File: src/ule_pkg.sv
// shared types and constants of the uart line editor
package ule_pkg;

  // request codes
  localparam logic [1:0] ReqChar = 2'd0;
  localparam logic [1:0] ReqAck  = 2'd1;
  localparam logic [1:0] ReqRead = 2'd2;

  // line status codes
  localparam logic [1:0] LineIdle  = 2'd0;
  localparam logic [1:0] LineEdit  = 2'd1;
  localparam logic [1:0] LineReady = 2'd2;

  // key and character codes
  localparam logic [7:0] KeyEnter     = 8'h0D;
  localparam logic [7:0] KeyBackspace = 8'h7F;
  localparam logic [7:0] CtrlLast     = 8'h1F;
  localparam logic [7:0] ChrCr        = 8'h0D;
  localparam logic [7:0] ChrSpace     = 8'h20;

  // request word
  typedef struct packed {
    logic [1:0] req_type;
    logic [7:0] rx_char;
    logic [3:0] read_index;
  } ule_in_t;

  // result word
  typedef struct packed {
    logic       has_char;
    logic [7:0] tx_char;
    logic       last;
    logic [1:0] line_state;
    logic [3:0] line_length;
    logic [7:0] read_data;
  } ule_out_t;

endpackage

File: src/uart_line_editor_unit.sv
// uart line editor top level: line store, edit sequencer and result register
// the result word for echo, enter and acknowledge is loaded in the cycle after accept;
// a read request passes the store read register, then the result register
// backspace on a line of n characters gives 2n+1 words, one per cycle while out_stall_i is low
// the next request is taken once the last result word of the previous one is loaded,
// the sequencer is back in idle and the result register is free to take a new word
// reset clears the sequencer, counts and line status; the line store has no reset
module uart_line_editor_unit #(
  parameter int BUFFER_SIZE = 16
) (
  input  logic             clk_i,
  input  logic             rst_ni,
  input  logic             in_valid_i,
  output logic             in_stall_o,
  input  ule_pkg::ule_in_t in_word_i,
  output logic             out_valid_o,
  input  logic             out_stall_i,
  output ule_pkg::ule_out_t out_word_o
);

  localparam int AddrW = (BUFFER_SIZE > 1) ? $clog2(BUFFER_SIZE) : 1;
  localparam logic [3:0] LineCap = (BUFFER_SIZE - 1 > 15) ? 4'd15 : 4'(BUFFER_SIZE - 1);

  typedef enum logic [2:0] {
    S_IDLE,
    S_CR1,
    S_SPACE,
    S_CR2,
    S_CHAR,
    S_READ
  } state_e;

  // count to store address
  function automatic logic [AddrW-1:0] to_addr(input logic [3:0] v);
    logic [4:0] w;
    w = {1'b0, v};
    return w[AddrW-1:0];
  endfunction

  state_e            state_q, state_d;
  logic [1:0]        status_q, status_d;
  logic [3:0]        edit_q, edit_d;
  logic [3:0]        fin_q, fin_d;
  logic [3:0]        cnt_q, cnt_d;
  logic              hit_q, hit_d;
  logic              out_valid_q;
  ule_pkg::ule_out_t out_q;
  ule_pkg::ule_out_t item;

  logic [7:0]        mem [BUFFER_SIZE];
  logic [7:0]        rd_q;
  logic              rd_en, wr_en;
  logic [AddrW-1:0]  rd_addr, wr_addr;
  logic [7:0]        wr_data;

  logic              out_free, in_acc, emit;
  logic [3:0]        base, cnt_inc;
  logic              printable;

  assign out_free   = !out_valid_q || !out_stall_i;
  assign in_stall_o = (state_q != S_IDLE) || !out_free;
  assign in_acc     = in_valid_i && !in_stall_o;
  assign cnt_inc    = cnt_q + 4'd1;
  assign base       = (status_q == ule_pkg::LineIdle) ? 4'd0 : edit_q;
  assign printable  = (in_word_i.rx_char > ule_pkg::CtrlLast) &&
                      (in_word_i.rx_char < ule_pkg::KeyBackspace);

  // sequencer next state and result word
  always_comb begin
    state_d  = state_q;
    status_d = status_q;
    edit_d   = edit_q;
    fin_d    = fin_q;
    cnt_d    = cnt_q;
    hit_d    = hit_q;
    emit     = 1'b0;
    item     = '0;
    rd_en    = 1'b0;
    rd_addr  = '0;
    wr_en    = 1'b0;
    wr_addr  = to_addr(base);
    wr_data  = in_word_i.rx_char;
    unique case (state_q)
      S_IDLE: begin
        if (in_acc) begin
          emit      = 1'b1;
          item.last = 1'b1;
          unique case (in_word_i.req_type)
            ule_pkg::ReqChar: begin
              status_d = ule_pkg::LineEdit;
              edit_d   = base;
              if (in_word_i.rx_char == ule_pkg::KeyEnter) begin
                fin_d    = base;
                edit_d   = 4'd0;
                status_d = ule_pkg::LineReady;
              end else if (in_word_i.rx_char == ule_pkg::KeyBackspace) begin
                if (base != 4'd0) begin
                  edit_d  = base - 4'd1;
                  emit    = 1'b0;
                  state_d = S_CR1;
                end
              end else if (printable && (base < LineCap)) begin
                wr_en         = 1'b1;
                edit_d        = base + 4'd1;
                item.has_char = 1'b1;
                item.tx_char  = in_word_i.rx_char;
              end
            end
            ule_pkg::ReqAck: begin
              status_d = ule_pkg::LineIdle;
              edit_d   = 4'd0;
            end
            ule_pkg::ReqRead: begin
              emit    = 1'b0;
              rd_en   = 1'b1;
              rd_addr = to_addr(in_word_i.read_index);
              hit_d   = in_word_i.read_index < fin_q;
              state_d = S_READ;
            end
            default: ;
          endcase
        end
      end
      S_CR1: begin
        if (out_free) begin
          emit          = 1'b1;
          item.has_char = 1'b1;
          item.tx_char  = ule_pkg::ChrCr;
          cnt_d         = 4'd0;
          state_d       = S_SPACE;
        end
      end
      S_SPACE: begin
        // one space per character held before the deletion
        if (out_free) begin
          emit          = 1'b1;
          item.has_char = 1'b1;
          item.tx_char  = ule_pkg::ChrSpace;
          cnt_d         = cnt_inc;
          if (cnt_q == edit_q) state_d = S_CR2;
        end
      end
      S_CR2: begin
        if (out_free) begin
          emit          = 1'b1;
          item.has_char = 1'b1;
          item.tx_char  = ule_pkg::ChrCr;
          item.last     = (edit_q == 4'd0);
          cnt_d         = 4'd0;
          if (edit_q == 4'd0) begin
            state_d = S_IDLE;
          end else begin
            rd_en   = 1'b1;
            rd_addr = '0;
            state_d = S_CHAR;
          end
        end
      end
      S_CHAR: begin
        // redraw the shortened line, next entry read ahead
        if (out_free) begin
          emit          = 1'b1;
          item.has_char = 1'b1;
          item.tx_char  = rd_q;
          item.last     = (cnt_inc == edit_q);
          rd_en         = 1'b1;
          rd_addr       = to_addr(cnt_inc);
          cnt_d         = cnt_inc;
          if (cnt_inc == edit_q) state_d = S_IDLE;
        end
      end
      S_READ: begin
        if (out_free) begin
          emit           = 1'b1;
          item.last      = 1'b1;
          item.read_data = hit_q ? rd_q : 8'd0;
          state_d        = S_IDLE;
        end
      end
      default: state_d = S_IDLE;
    endcase
    item.line_state  = status_d;
    item.line_length = (status_d == ule_pkg::LineReady) ? fin_d : edit_d;
  end

  // control state and result register
  always_ff @(posedge clk_i or negedge rst_ni) begin
    if (!rst_ni) begin
      state_q     <= S_IDLE;
      status_q    <= ule_pkg::LineIdle;
      edit_q      <= 4'd0;
      fin_q       <= 4'd0;
      cnt_q       <= 4'd0;
      hit_q       <= 1'b0;
      out_valid_q <= 1'b0;
    end else begin
      state_q  <= state_d;
      status_q <= status_d;
      edit_q   <= edit_d;
      fin_q    <= fin_d;
      cnt_q    <= cnt_d;
      hit_q    <= hit_d;
      if (emit) begin
        out_valid_q <= 1'b1;
      end else if (!out_stall_i) begin
        out_valid_q <= 1'b0;
      end
    end
  end

  // result payload
  always_ff @(posedge clk_i) begin
    if (emit) out_q <= item;
  end

  // line store, one write and one registered read port
  always_ff @(posedge clk_i) begin
    if (wr_en) mem[wr_addr] <= wr_data;
    if (rd_en) rd_q <= mem[rd_addr];
  end

  assign out_valid_o = out_valid_q;
  assign out_word_o  = out_q;

endmodule

File: config.mk
export PLATFORM = sky130hd
export DESIGN_NAME = uart_line_editor_unit
export DESIGN_NICKNAME = d
export VERILOG_FILES = /design/src/ule_pkg.sv /design/src/uart_line_editor_unit.sv
export SDC_FILE = /design/constraint.sdc
export NUM_CORES = 1
export LEC_CHECK = 0
export ABC_AREA = 1
export BUFFER_PORTS_ARGS = -buffer_cell sky130_fd_sc_hd__buf_2
export CORE_MARGIN = 1
export CORE_UTILIZATION = 35
export DETAILED_ROUTE_END_ITERATION = 6
export GPL_ROUTABILITY_DRIVEN = 0
export PLACE_DENSITY = 0.55
export SETUP_SLACK_MARGIN = 0.5
export SLEW_MARGIN = 20
export SYNTH_ARGS = -nofsm -noshare
export SYNTH_HDL_FRONTEND = slang
export SYNTH_SLANG_ARGS = --single-unit
export TNS_END_PERCENT = 50
File: constraint.sdc
create_clock -name clk_i -period 3.45 [get_ports clk_i]
set_input_delay 0.345 -clock clk_i [delete_from_list [all_inputs] [get_ports clk_i]]
set_output_delay 0.345 -clock clk_i [all_outputs]
set_load 0.02 [all_outputs]
==> run summary <==
cell area after synthesis - 0.008549 sq mm
Syn Inst Count - 859
leakage power - 0.004120 uW
Worst EP arrival - 2520 ps
post-CTS setup buffers - 0
share of cells above drive strength 1 - 14.98%
peak supply drop - 0.0002924 V
CTS tree - done
Die ar. - 0.02506 sq mm
crit end category - flip-flop
Synth Area in XOR/XNOR - 0.8196%
Comb power frac - 26.7%
Chip Height - 158.3 um
post_cts resized - 0
register share of total power - 44.4%
Final Net Count - 950
PortBufs - 43
Worst Setup Path Type - reg2reg
Switch Pwr - 2200 uW
RSZ-0062 raised after global routing - no
CTS Buffer Depth - 2
max-slew violations - 0
minimum clock period - 2469 ps
mux contribution to synthesized area - 0.1171%
Worst Tran Pin Value - 734.9 ps
startpoint types - flip-flop
routed wire length - 21400 um
clock slew at reported path FFs - 70 ps
vias - 6129
Final Hold Viols - 0
total negative slack - 0 ps
status - complete, no violations
Rows - 56
root buffer cell - clkbuf_16
remaining global-route overflow - 0
IO Pins - 44
dpl cell area - 0.009263 sq mm
P per Cell Area - 649.7 mW/mm^2
CTS Buf Count - 17
Post-CTS Hold Fix Bufs - 1
Max transition margin - 51.01%
switching fraction of total power - 34.46%
Clk pwr share - 28.9%
flop and latch count out of synthesis - 179
Yosys cell types - 39
pin count of the biggest net entering global routing - 65
initial drt markers - 541
register area share after synthesis - 61.76%
Via-to-Cell Ratio - 4.864
# DRC - 0
Worst Path Max Fanout - 8
initial antenna violation count - 1
Critical Path RT - 3500 ps
# clock sinks - 179
number of global-route vias before repair - 5804
Sequential Area - 0.005280 sq mm
Pint - 4184 uW
Fill cells - 2360
worst hold slack - 249.1 ps
first-pass GRT wire length - 33270 um
worst skew pair latency - 430 ps
Yosys warning count - 0
Post-Syn Area per Cell - 9.953 sq um
Post-Synth Adder-Cell Area - 0.5854%
Starting Density - 36.10%
Final Cell Area - 0.009827 sq mm
Max-Cap Viols - 0
largest family of logic cells by synthesized area - simple AND/OR/NAND/NOR gates
Overall Power - 6384 uW
H-tree levels - 4
Final period util - 71.55%
ANT nets after route - 0
Pre-antenna DRT Iters - 5
min-delay worst type - in2reg
ANT cells - 0
synth-to-layout area growth - 14.94%
per-cell routed wire length - 16.99 um
die width - 158.3 um
final setup fails - 0
Fmax - 0.4051 GHz
area of the multi-input gates - 0.002566 sq mm
worst clock skew - 13.00 ps
post-detail-place hpwl - 14330 um
core region area - 0.02368 sq mm
total track usage - 18.15%
Post-Synth Simple-Gate Area - 24.70%
Compound-Gate Fraction of Synth Area - 3.366%
flip-flops by register name, summed over array words and instances (netlist names):
name         flops
out_word_o      24
status_q         2
state_q          3
mem            128
edit_q           4
cnt_q            4
fin_q            4
rd_q             8
out_valid_o      1
hit_q            1
cell families (layout without fill, tap and decap cells):
kind of cell             Yosys count  after routing
multiplexers                       1              1
flip-flops                       179            179
AO/OA/AOI/OAI                     47             47
XOR/XNOR                           8              8
AND/OR/NAND/NOR                  440            440
other                              1              8
adder cells (fa/ha/maj)            4              4
buffers and inverters            179            254
routing by layer:
metal / vias up / GRT usage [%] / wire length, um
li1: 2999 / - / -
met1: 2948 / 24.35 / 9789
met2: 160 / 29.70 / 10210
met3: 22 / 3.212 / 1015
met4: 0 / 5.952 / 388
met5: - / 0 / 0
final timing paths:
check	start	end	slack (ps)	cells after the start
max in group asynchronous	rst_ni	edit_q[1]$_DFF_PN0_	2720	2
hold / removal	in_word_i[6]	mem[13][2]$_DFFE_PP_	250	1
hold reg to reg	hit_q$_DFFE_PN0P_	hit_q$_DFFE_PN0P_	530	2
setup / recovery	state_q[1]$_DFFE_PN0P_	mem[13][0]$_DFFE_PP_	980	9
min in group asynchronous	rst_ni	state_q[0]$_DFFE_PN0P_	400	2
setup reg to reg	state_q[1]$_DFFE_PN0P_	mem[13][0]$_DFFE_PP_	980	9
layout make-up:
cell class | count | area share [%]
tap | 319 | 4.062
clock buffer | 18 | 4.367
multi-input combinational | 508 | 26.11
inverter | 149 | 5.691
clock inverter | 14 | 1.273
sequential | 179 | 53.73
timing repair buffer | 73 | 4.762
critical path, cell delays in order (launching register included):
cell	delay (ps)
dfrtp_1	420
inv_2	130
nand2_2	100
nor2_4	160
nand3_2	170
nor2_1	140
nand3_1	110
nor2_1	170
nand2_1	130
nor2_1	550
cells in the mapped netlist, drive strengths merged:
library cell	count	area, sq um
dfrtp	19	475.5
buf	26	161.4
xor2	5	43.79
nor4	1	6.260
a32o	1	10.01
ha	4	50.05
a31oi	3	18.77
xnor2	3	26.28
nand4	5	31.28
o211ai	1	7.510
nor2	65	274.0
a211oi	1	7.510
a21boi	1	7.510
clkbuf	4	15.01
mux2i	1	10.01
nor3	4	25.02
o22ai	1	6.260
a21oi	9	52.55
nand3	173	925.9
nand3b	31	232.7
o21ai	28	162.7
inv	149	559.3
nand2	161	616.8
conb	1	3.750
o31ai	2	15.01
edfxtp	160	4805
cells in the final DEF (no fill, tap or decap), drive strengths merged, types with 2 or more instances in the layout:
| master | n |
|---|---|
| a21oi | 9 |
| buf | 72 |
| xor2 | 5 |
| o21ai | 28 |
| conb | 8 |
| a31oi | 3 |
| dfrtp | 19 |
| ha | 4 |
| edfxtp | 160 |
| nand3 | 173 |
| nor2 | 65 |
| nand4 | 5 |
| nand2 | 161 |
| o31ai | 2 |
| inv | 155 |
| nor3 | 4 |
| xnor2 | 3 |
| clkinv | 5 |
| clkbuf | 18 |
| nand3b | 31 |
| clkinvlp | 2 |
power groups by stage:
stage	combinational, uW	clock (uW)	sequential [uW]
after global placement	1680	0	2890
after floorplan	960	0	3060
after CTS	1700	1870	2840
final	1700	1850	2840
after detailed placement	1690	0	2890
after global routing	1880	1950	2870
stage by stage:
step | setup slack, ps | instances | utilization (%)
floorplan | 1031 | 866 | -
global placement | 933.9 | 1227 | 39.11
detailed placement | 870.3 | 1227 | 39.11
CTS | 978.0 | 1260 | 41.49
global route | 736.1 | 1260 | 41.49
finish | 981.5 | 1260 | 41.49
Power figures use the tool's default switching activity.
